[src/hdl/first_fit_segment_allocator_top_defines.svh]
// Assertion helpers for the segment allocator.
`ifndef FIRST_FIT_SEGMENT_ALLOCATOR_TOP_DEFINES_SVH
`define FIRST_FIT_SEGMENT_ALLOCATOR_TOP_DEFINES_SVH

// Implication checked on every rising clock edge outside reset.
`define FFSA_ASSERT_IMP(label, ante, cons, msg) \
  label: assert property (@(posedge clk) disable iff (!rst_n) (ante) |-> (cons)) \
    else $error(msg);

// Next-cycle implication checked outside reset.
`define FFSA_ASSERT_NXT(label, ante, cons, msg) \
  label: assert property (@(posedge clk) disable iff (!rst_n) (ante) |=> (cons)) \
    else $error(msg);

`endif

[src/hdl/ffsa_pkg.sv]
`default_nettype none
package ffsa_pkg;
  localparam int unsigned SLOTS = 16;
  localparam int unsigned IDX_W = $clog2(SLOTS);
  localparam int unsigned CNT_W = $clog2(SLOTS + 1);
  localparam int unsigned ADDR_W = 23;
  localparam int unsigned OWN_W = 16;
  localparam logic [ADDR_W-1:0] CAP_RESET = ADDR_W'(3 * 1024 * 1024);

  typedef enum logic [1:0] {
    OP_ALLOC   = 2'd0,
    OP_FREE    = 2'd1,
    OP_COMPACT = 2'd2,
    OP_NONE    = 2'd3
  } op_t;

  typedef enum logic [1:0] {
    ST_OK       = 2'd0,
    ST_NO_SPACE = 2'd1,
    ST_NOT_FND  = 2'd2,
    ST_FULL     = 2'd3
  } status_t;

  typedef struct packed {
    logic [1:0]        op;
    logic [OWN_W-1:0]  owner_id;
    logic [ADDR_W-1:0] request_size;
  } in_beat_t;

  typedef struct packed {
    logic [1:0]        status;
    logic [OWN_W-1:0]  seg_owner;
    logic [ADDR_W-1:0] seg_start;
    logic              last;
  } out_beat_t;

  // controller -> datapath
  typedef struct packed {
    logic load;       // capture request
    logic scan_clr;   // reset scan index
    logic scan_inc;   // advance scan index
    logic insert;     // insert at pos (one step of shifting handled as bulk shift)
    logic remove;     // remove at scan index
    logic bub_clr;    // restart a sort pass
    logic bub_step;   // compare/swap at scan index
    logic pack_step;  // relocate entry at scan index
  } dp_cmd_t;

  // datapath -> controller
  typedef struct packed {
    logic scan_end;   // scan index at last pair / entry
    logic empty;
    logic alloc_early; // admission decided: reject or place
    logic own_hit;
    logic swapped;
    logic out_last;   // result register holds the final beat of the item
  } dp_sts_t;
endpackage
`default_nettype wire

[src/hdl/ffsa_ctrl.sv]
`default_nettype none
module ffsa_ctrl import ffsa_pkg::*; (
  input  wire logic      clk,
  input  wire logic      rst_n,
  input  wire logic      in_valid,
  input  wire logic [1:0] in_op,
  output logic           in_ready,
  output logic           out_valid,
  input  wire logic      out_ready,
  input  wire dp_sts_t   sts,
  output dp_cmd_t        cmd
);
  `include "first_fit_segment_allocator_top_defines.svh"

  typedef enum logic [3:0] {
    S_IDLE, S_DISPATCH, S_SCAN, S_INSERT, S_FREE_SCAN, S_SORT_PASS, S_SORT_NEXT,
    S_PACK, S_EMIT, S_PACK_WAIT
  } state_t;

  state_t state_r;
  logic   out_valid_r;
  logic [1:0] op_r;

  assign in_ready  = (state_r == S_IDLE) && !out_valid_r;
  assign out_valid = out_valid_r;

  always_comb begin
    cmd = '0;
    unique case (state_r)
      S_IDLE:      cmd.load = in_valid && in_ready;
      // first sort pass runs over the whole table, so no pass restart here
      S_DISPATCH:  cmd.scan_clr = (op_r == OP_ALLOC) || (op_r == OP_FREE);
      S_SCAN:      cmd.scan_inc = !sts.alloc_early && !sts.scan_end;
      S_INSERT:    cmd.insert = 1'b1;
      S_FREE_SCAN: begin
        cmd.remove   = sts.own_hit || sts.scan_end || sts.empty;
        cmd.scan_inc = !(sts.own_hit || sts.scan_end || sts.empty);
      end
      S_SORT_PASS: cmd.bub_step = !sts.scan_end;
      S_SORT_NEXT: cmd.bub_clr = 1'b1;
      S_PACK:      cmd.pack_step = 1'b1;
      S_EMIT, S_PACK_WAIT: ;
      default: ;
    endcase
  end

  always_ff @(posedge clk) begin
    if (!rst_n) begin
      state_r <= S_IDLE;
      out_valid_r <= 1'b0;
      op_r <= OP_NONE;
    end else begin
      if (out_valid_r && out_ready) out_valid_r <= 1'b0;
      unique case (state_r)
        S_IDLE: if (in_valid && in_ready) begin
          op_r <= in_op; state_r <= S_DISPATCH;
        end
        S_DISPATCH: begin
          unique case (op_r)
            OP_ALLOC:   state_r <= S_SCAN;
            OP_FREE:    state_r <= S_FREE_SCAN;
            OP_COMPACT: state_r <= S_SORT_PASS;
            default:    state_r <= S_IDLE;
          endcase
        end
        // early or end of pair scan: commit
        S_SCAN: if (sts.alloc_early || sts.scan_end) state_r <= S_INSERT;
        S_INSERT: begin out_valid_r <= 1'b1; state_r <= S_EMIT; end
        S_FREE_SCAN: if (sts.own_hit || sts.scan_end || sts.empty) begin
          out_valid_r <= 1'b1; state_r <= S_EMIT;
        end
        S_SORT_PASS: if (sts.scan_end) state_r <= S_SORT_NEXT;
        // stop sorting after a pass without a swap
        S_SORT_NEXT: state_r <= sts.swapped ? S_SORT_PASS : S_PACK_WAIT;
        S_PACK_WAIT: state_r <= sts.empty ? S_IDLE : S_PACK;
        S_PACK: begin out_valid_r <= 1'b1; state_r <= S_EMIT; end
        S_EMIT: if (out_ready) begin
          // compact returns to pack until the last beat
          state_r <= (op_r == OP_COMPACT && !sts.out_last) ? S_PACK : S_IDLE;
        end
        default: state_r <= S_IDLE;
      endcase
    end
  end

  `FFSA_ASSERT_IMP(a_ready_idle, in_ready, state_r == S_IDLE, "ready outside idle")
  `FFSA_ASSERT_NXT(a_load_leaves, in_valid && in_ready, state_r == S_DISPATCH,
                   "accepted beat not dispatched")
  `FFSA_ASSERT_IMP(a_valid_emit, out_valid_r, state_r == S_EMIT, "result outside emit")
  `FFSA_ASSERT_NXT(a_hold, out_valid_r && !out_ready, out_valid_r, "result dropped")
endmodule
`default_nettype wire
[config.mk]
export PLATFORM = sky130hd
export DESIGN_NAME = ffsa_ctrl
export DESIGN_NICKNAME = d
export VERILOG_FILES = /design/src/hdl/ffsa_pkg.sv /design/src/hdl/ffsa_ctrl.sv
export VERILOG_INCLUDE_DIRS = /design/src /design/src/hdl
export SDC_FILE = /design/constraint.sdc
export NUM_CORES = 1
export LEC_CHECK = 0
export BUFFER_PORTS_ARGS = -buffer_cell sky130_fd_sc_hd__buf_2
export CAP_MARGIN = 25
export CORE_MARGIN = 2
export CORE_UTILIZATION = 43
export CTS_CLUSTER_DIAMETER = 120
export CTS_CLUSTER_SIZE = 28
export DETAILED_ROUTE_END_ITERATION = 10
export PLACE_DENSITY = 0.71
export SLEW_MARGIN = 25
export SYNTH_ARGS = -nofsm -noshare
export SYNTH_HDL_FRONTEND = slang
export SYNTH_SLANG_ARGS = --single-unit
[constraint.sdc]
create_clock -name clk -period 1.9 [get_ports clk]
set_clock_uncertainty 0.2 [all_clocks]
set_input_delay 0.19 -clock clk [delete_from_list [all_inputs] [get_ports clk]]
set_output_delay 0.19 -clock clk [all_outputs]
set_load 0.02 [all_outputs]
* After elaboration in Yosys (flattened, before gate mapping)
Cells that the tools add are included.
Operators by class: $add $sub $neg 0, multipliers 0, divide/modulo/power cells 0, order comparisons 0, equal/unequal tests 16, shift-type cells 0, mux-type cells 21, bitwise operators 0, reductions and logical operators 19
Operators with widths (count):
- case mux 4 bit (9 select lines) | 1
- two-way mux 4 bit | 6
- == test 4 x 3 -> 1 bit (second input constant) | 4
- two-way mux 1 bit | 9
- case mux 3 bit (3 select lines) | 1
- == test 4 x 2 -> 1 bit (second input constant) | 2
- == test 4 bit (second input constant) | 2
- != test 2 bit (second input constant) | 4
- two-way mux 3 bit | 2
- logical AND 1 bit | 5
- zero test 1 bit | 5
- AND reduction 5 bit | 1
- == test 4 x 1 -> 1 bit (second input constant) | 1
- zero test 4 bit | 1
- logical OR 1 bit | 4
- case mux 1 bit (2 select lines) | 2
- == test 2 x 1 -> 1 bit (second input constant) | 1
- == test 2 bit (second input constant) | 1
- zero test 2 bit | 1
- != test 2 x 1 -> 1 bit (second input constant) | 1
- AND reduction 2 bit | 1
- OR reduction 2 bit | 1
Storage, ports and cells: register bits 7, latch bits 0, memory bits (writable) 0, ROM bits 0, bits of input ports 12, output and inout port bits 10, memories 0

* Longest topological paths before layout
Gate-level depths: netlist (run 1).
word-level depth 5, gate-level depth with buffers 6

* Worst setup path before layout (run 1)
Ideal clock, no wire load.
path kind register to register, start register op_r[0], end register state_r[2], arrival time 1.598 ns, required time 1.609 ns, path slack 0.011 ns, stages on the path, launching flop included 7, buffers on the path 0, period minus slack after synthesis 1.889 ns, cell sequence dfxtp_1 inv_1 ha_1 or3b_4 a2111oi_4 a21oi_2 a311oi_1
Between the ends: cells in the longest elaborated chain, start to end 5
RTL lines:
- start, declared | RTL line ffsa_ctrl.sv:22 | logic [1:0] op_r;
- start signal, assigned | RTL line ffsa_ctrl.sv:51 | op_r <= OP_NONE;
- start signal, assigned | RTL line ffsa_ctrl.sv:56 | op_r <= in_op; state_r <= S_DISPATCH;
- == test 2 bit | RTL line ffsa_ctrl.sv:59, ffsa_ctrl.sv:79
- logical AND 1 bit | RTL line ffsa_ctrl.sv:79 | state_r <= (op_r == OP_COMPACT && !sts.out_last) ? S_PACK : S_IDLE;
- two-way mux 3 bit | RTL line ffsa_ctrl.sv:79
- two-way mux 4 bit | RTL line ffsa_ctrl.sv:77 | S_EMIT: if (out_ready) begin
- case mux 4 bit (9 select lines) * | RTL line ffsa_ctrl.sv:54 | unique case (state_r)
- end signal, assigned | RTL line ffsa_ctrl.sv:74 | S_SORT_NEXT: state_r <= sts.swapped ? S_SORT_PASS : S_PACK_WAIT;
- end signal, assigned | RTL line ffsa_ctrl.sv:75 | S_PACK_WAIT: state_r <= sts.empty ? S_IDLE : S_PACK;
- end signal, assigned | RTL line ffsa_ctrl.sv:79
- end, declared | RTL line ffsa_ctrl.sv:20 | state_t state_r;
Mark *: on every way between the ends. The rest lies on a longest branch, timed or not. The select of a mux whose other input is x is not followed. A chain may end at the register's enable or synchronous reset.

* Worst setup path in the final report (run 1)
Same ends and word-level chain as after synthesis.

==> qor.csv, run 1 <==
metric,value,unit
Num CTS Buffers,3,
worst r2r src,op_r[0],
Die X,43.0,µm
drt total wl,1870,µm
vias in the first global route,694,
DRC,0,
number of routed nets with antenna violations,0,
"Net count, final",138,
Die H,43.0,µm
worst ir drop on vdd,891,µV
HP Start,sts[3],
clk root buf,clkbuf_4,
Slew @ Worst Pin,0.477,ns
ANT cells,0,
"most common cell after layout, fill and taps aside",buf_2,
max-cap viol count,0,
Crit Path Class,reg2reg,
Total GRT Usage,21.7,%
Skew-Pair Late Insertion Delay,0.26,ns
HPWL Detailed,1360,µm
Reg power frac,27.2,%
Vias per Instance,5.64,
CTS Buffer Depth,2,
Clock Pin Slew Worst Setup and Hold Paths,0.05,ns
num ports,22,
placed cell count,127,
first-pass GRT wire length,2970,µm
First-pass DRT Iterations,4,
synth top area cells,"dfxtp_1, ha_1, inv_1, a2111oi_4, nor2_1",
Worst slew margin,67.9,%
Critical Path RT,1.87,ns
status,"complete, no violations",
Post-Syn Area per Cell,7.51,µm²
register area share after synthesis,21.5,%
DR vias,767,
final core utilization,63.9,%
part of the cycle the worst path needs,98.8,%
final worst path period need,1.88,ns
die area,0.00185,mm²
total power,1000,µW
FMAX,0.533,GHz
Yosys Warn Count,0,
Post-Synthesis Cells,87,
share of layout cells above drive strength 1,43.3,%
highest-count cells in the layout ignoring fill and taps,"buf_2, buf_4, inv_1, nor2_1, nand2_1",
cell area power density,1070,mW/mm²
core area,0.00147,mm²
Initial Util,44.4,%
final slew viol count,0,
Non-Filler Instances,136,
Hold Path Class,in2reg,
CP Cell Sequence,inv_2 > ha_2 > or3b_4 > a2111oi_4 > a21oi_2 > a311oi_1,
Mapped Area,653,µm²
post-synth cell types,34,
switching portion of total power,46.2,%
post-synth top area cell,dfxtp_1,
antenna violations before repair,0,
P&R area growth vs syn,43.9,%
Avg WL per Cell,13.8,µm
std cell rows,14,
GP Congestion,0.823,
CP startpoint,op_r[0],
total grt overflow,0,
# setup viols final,0,
post-synth top area share,21.5,%
critical path arrival,1.84,ns
CP max-delay cell,a2111oi_4,
flop and latch count out of synthesis,7,
switching pwr,464,µW
post-route cell area,940,µm²
Comb pwr share,58.9,%
CTS H-tree depth,1,
Starting DRT DRC Count,12,
largest net degree at the start of global routing,14,
"Largest stage delay, worst path",0.40,ns
clock network fraction of total power,13.9,%
RSZ-0062 raised after global routing,true,
filler instances,134,
internal power,539,µW
Port Buffers,21,
worst hold-check slack,0.0324,ns
Critical Path Source Type,flop,
Mapped Nets,104,
total clock sinks,7,
CTS tree,yes,
crit path capture type,flop,
placed instance area,816,µm²
P_leak,0.000432,µW
Worst Path Max Fanout,2,
final hold vios,0,
## final timing paths
check	endpoint	slack [ns]	cells past startpoint
worst max-delay path	state_r[2]	0.02	6
worst min-delay path	state_r[1]	0.03	4
worst max register to register	state_r[2]	0.02	6
worst min register to register	op_r[1]	0.40	3
## cell families (layout without fill, tap and decap cells)
logic type / after synthesis / in the layout / synth area share, %
simple gates: 38 / 38 / 33.3
compound gates: 19 / 19 / 22.8
buf+inv: 16 / 49 / 9.77
flops: 7 / 7 / 21.5
fa+ha+maj: 5 / 5 / 9.58
mux: 2 / 2 / 3.07
## layer usage
| layer | track usage (%) | vias to the layer above | share of wire (%) |
|---|---|---|---|
| met1 | 24.8 | 360 | 39 |
| met2 | 36.4 | 26 | 52 |
| met3 | 8.94 | 6 | 7.8 |
| met5 | 0 | - | 0 |
| met4 | 7.27 | 0 | 1.4 |
| li1 | - | 375 | - |
## layout make-up
class	count	area (µm²)	area share, %
well taps	16	20.0	2.13
clock buffers	4	26.3	2.80
repair buffers	34	210	22.4
multi-input cells	64	498	53.0
inverters	11	41.3	4.39
flip-flops and latches	7	144	15.3
## flip-flops by register name, summed over array words and instances (netlist names)
name       flops
op_r           2
out_valid      1
state_r        4
## cell usage after synthesis (all sizes together)
library cell,number
nor4b,2
o31ai,2
and3,1
nor3,3
a31oi,1
dfxtp,7
inv,11
nor4bb,1
nand2b,4
nor4,4
nand4,1
a221oi,2
o21ai,4
a22oi,1
nand3b,1
clkbuf,2
and2,1
nand3,2
o22ai,2
ha,5
or2b,1
nand2,6
a21oi,5
a2111oi,1
nor2,7
buf,3
mux2i,2
or3b,2
nor2b,2
a311oi,1
## timing repair
action / 4_1_cts / 5_1_grt
setup buffers: 0 / 2
pin swaps: 1 / 3
setup endpoints to repair: 5 / 9
endpoints found under the hold margin: 2 / 0
hold buffers: 3 / 0
gates resized for setup: 6 / 7
## critical path: cells and delay by family (launching register included)
kind,cells,cell delay [ns]
flip-flops,1,0.31
AO/OA/AOI/OAI,3,0.66
adder cells (fa/ha/maj),1,0.18
buffers and inverters,1,0.05
AND/OR/NAND/NOR,1,0.39
## per-stage QoR
| stage | setup TNS (ns) | setup WS, ns |
|---|---|---|
| detailed placement | -0.0151 | -0.0151 |
| floorplan | 0 | 0.0109 |
| CTS | 0 | 0.00225 |
| finish | 0 | 0.0236 |
| global route | -0.0889 | -0.0333 |
| global placement | 0 | 0.0346 |
## power by group through the flow
stage / registers [µW] / logic (µW) / clock network (µW)
after floorplan: 212 / 396 / 0
after global placement: 250 / 528 / 0
after detailed placement: 250 / 539 / 0
after CTS: 259 / 559 / 141
after global routing: 282 / 643 / 150
final: 273 / 590 / 140
Power figures use the tool's default switching activity.
==> run 2: changes to the inputs <==
--- a/config.mk
+++ b/config.mk
@@ -8,12 +8,14 @@
 export LEC_CHECK = 0
 export BUFFER_PORTS_ARGS = -buffer_cell sky130_fd_sc_hd__buf_2
 export CAP_MARGIN = 25
+export CELL_PAD_IN_SITES_DETAIL_PLACEMENT = 0
+export CELL_PAD_IN_SITES_GLOBAL_PLACEMENT = 1
 export CORE_MARGIN = 2
-export CORE_UTILIZATION = 43
+export CORE_UTILIZATION = 30
 export CTS_CLUSTER_DIAMETER = 120
 export CTS_CLUSTER_SIZE = 28
 export DETAILED_ROUTE_END_ITERATION = 10
-export PLACE_DENSITY = 0.71
+export PLACE_DENSITY = 0.7
 export SLEW_MARGIN = 25
 export SYNTH_ARGS = -nofsm -noshare
 export SYNTH_HDL_FRONTEND = slang
==> run 2 against run 1 <==
Against the previous run:
- cell area up 7.5%
- utilization down 13 points
- first-iteration DRC count down 42%
==> qor.csv, run 2 (same netlist as run 1, synthesis figures left out) <==
metric,value,unit
status,"complete, no violations",
Num CTS Buffers,3,
placed cell count,144,
Hold Path Class,in2reg,
worst r2r src,op_r[0],
Vias per Instance,4.93,
final worst path period need,1.85,ns
total grt overflow,0,
CTS Buffer Depth,2,
Hold Path End,state_r[3],
Die H,50.7,µm
die area,0.00257,mm²
cell area power density,1050,mW/mm²
first-pass GRT wire length,3190,µm
std cell rows,16,
Clock Pin Slew Worst Setup and Hold Paths,0.05,ns
share of layout cells above drive strength 1,47.6,%
HP Start,out_ready,
Initial Util,32.6,%
Critical Path RT,1.51,ns
antenna violations before repair,0,
worst ir drop on vdd,545,µV
DR vias,745,
post-CTS setup buffers,0,
part of the cycle the worst path needs,97.3,%
Critical Path Source Type,flop,
ANT cells,0,
CTS H-tree depth,1,
critical path arrival,1.46,ns
Worst slew margin,76.8,%
# setup viols final,0,
CTS tree,yes,
setup TNS,0,ns
r2r worst-path depth,6,
num ports,22,
vias in the first global route,751,
highest-count cells in the layout ignoring fill and taps,"buf_2, buf_4, inv_1, nor2_1, nand2_1",
register name with the most flops,state_r,
Worst Path Max Fanout,8,
crit path capture type,output port,
max FFs per register,4,
HPWL Detailed,1480,µm
Crit Path Class,reg2out,
Total GRT Usage,16.4,%
core area,0.00200,mm²
Starting DRT DRC Count,7,
Die X,50.7,µm
Port Buffers,21,
FMAX,0.541,GHz
GP Congestion,0.746,
total power,1060,µW
number of routed nets with antenna violations,0,
Slew @ Worst Pin,0.346,ns
total clock sinks,7,
P&R area growth vs syn,54.6,%
FF-to-FF End,state_r[2],
final hold vios,0,
"Largest stage delay, worst path",0.38,ns
P_leak,0.000461,µW
max-cap viol count,0,
CP max-delay cell,dfxtp_4,
RSZ-0062 raised after global routing,true,
drt total wl,2010,µm
Non-Filler Instances,151,
CP Cell Sequence,nor4b_2 > nor2b_1 > buf_2,
final slew viol count,0,
clk root buf,clkbuf_4,
largest net degree at the start of global routing,11,
Hold Path Stages,3,
"Net count, final",142,
DRC,0,
Skew-Pair Late Insertion Delay,0.25,ns
First-pass DRT Iterations,4,
"most common cell after layout, fill and taps aside",buf_2,
R2R Setup Slk,0.07,ns
Avg WL per Cell,13.3,µm
[run 2: cell types whose count changed in the layout (fill, tap and decap cells not counted), sizes merged]
cell and change:
buf +4
[run 2: per-stage QoR]
stage | hold slack, ns | setup slack [ns] | area (µm²) | util (%)
final | 0.0622 | 0.0509 | 1010 | 50.4
after CTS | 0.0568 | -0.0340 | 956 | 47.8
after global routing | 0.0531 | -0.0181 | 1010 | 50.4
after detailed placement | 0.207 | -0.00810 | 875 | 43.7
after global placement | 0.208 | 0.0257 | 875 | 43.7
after floorplan | 0.0519 | 0.0109 | 653 | -
[run 2: routing by layer]
layer / vias up / wire length [µm] / global-route usage (%)
li1: 383 / - / -
met1: 345 / 944 / 20.6
met2: 17 / 976 / 27.4
met3: 0 / 86 / 5.65
met4: 0 / 0 / 2.70
met5: - / 0 / 0
[run 2: what timing repair did]
action / 4_1_cts / 5_1_grt
hold buffers: 3 / 0
pin swaps: 1 / 4
setup endpoints to repair: 5 / 7
endpoints found under the hold margin: 2 / 0
resized for setup: 5 / 16
[run 2: worst max-delay path, delay by kind of cell (launching register included)]
kind,cells,cell delay [ns]
flops,1,0.38
simple gates,2,0.61
buf+inv,1,0.21
[run 2: worst max-delay path by stage]
stage,from,endpoint,slack (ns),cells after the start
after floorplan,op_r[0],state_r[2],0.01,6
after global placement,op_r[0],state_r[2],0.03,6
after CTS,state_r[1],cmd[5],-0.03,5
final,state_r[0],cmd[3],0.05,3
after detailed placement,op_r[0],state_r[2],-0.008,6
after global routing,state_r[3],cmd[5],-0.02,6
[run 2: layout make-up]
cell class | instances | area, µm²
multi-input cells | 64 | 514
fillers | 206 | 992
well taps | 27 | 33.8
repair buffers | 38 | 243
clock buffers | 4 | 26.3
flip-flops and latches | 7 | 151
inverters | 11 | 41.3
[run 2: power breakdown]
group,leakage (µW),switching (µW),internal [µW]
logic,0.000387,349,309
clock network,0.0000150,56.9,80.3
registers,0.0000592,67.9,193
total,0.000461,473,583
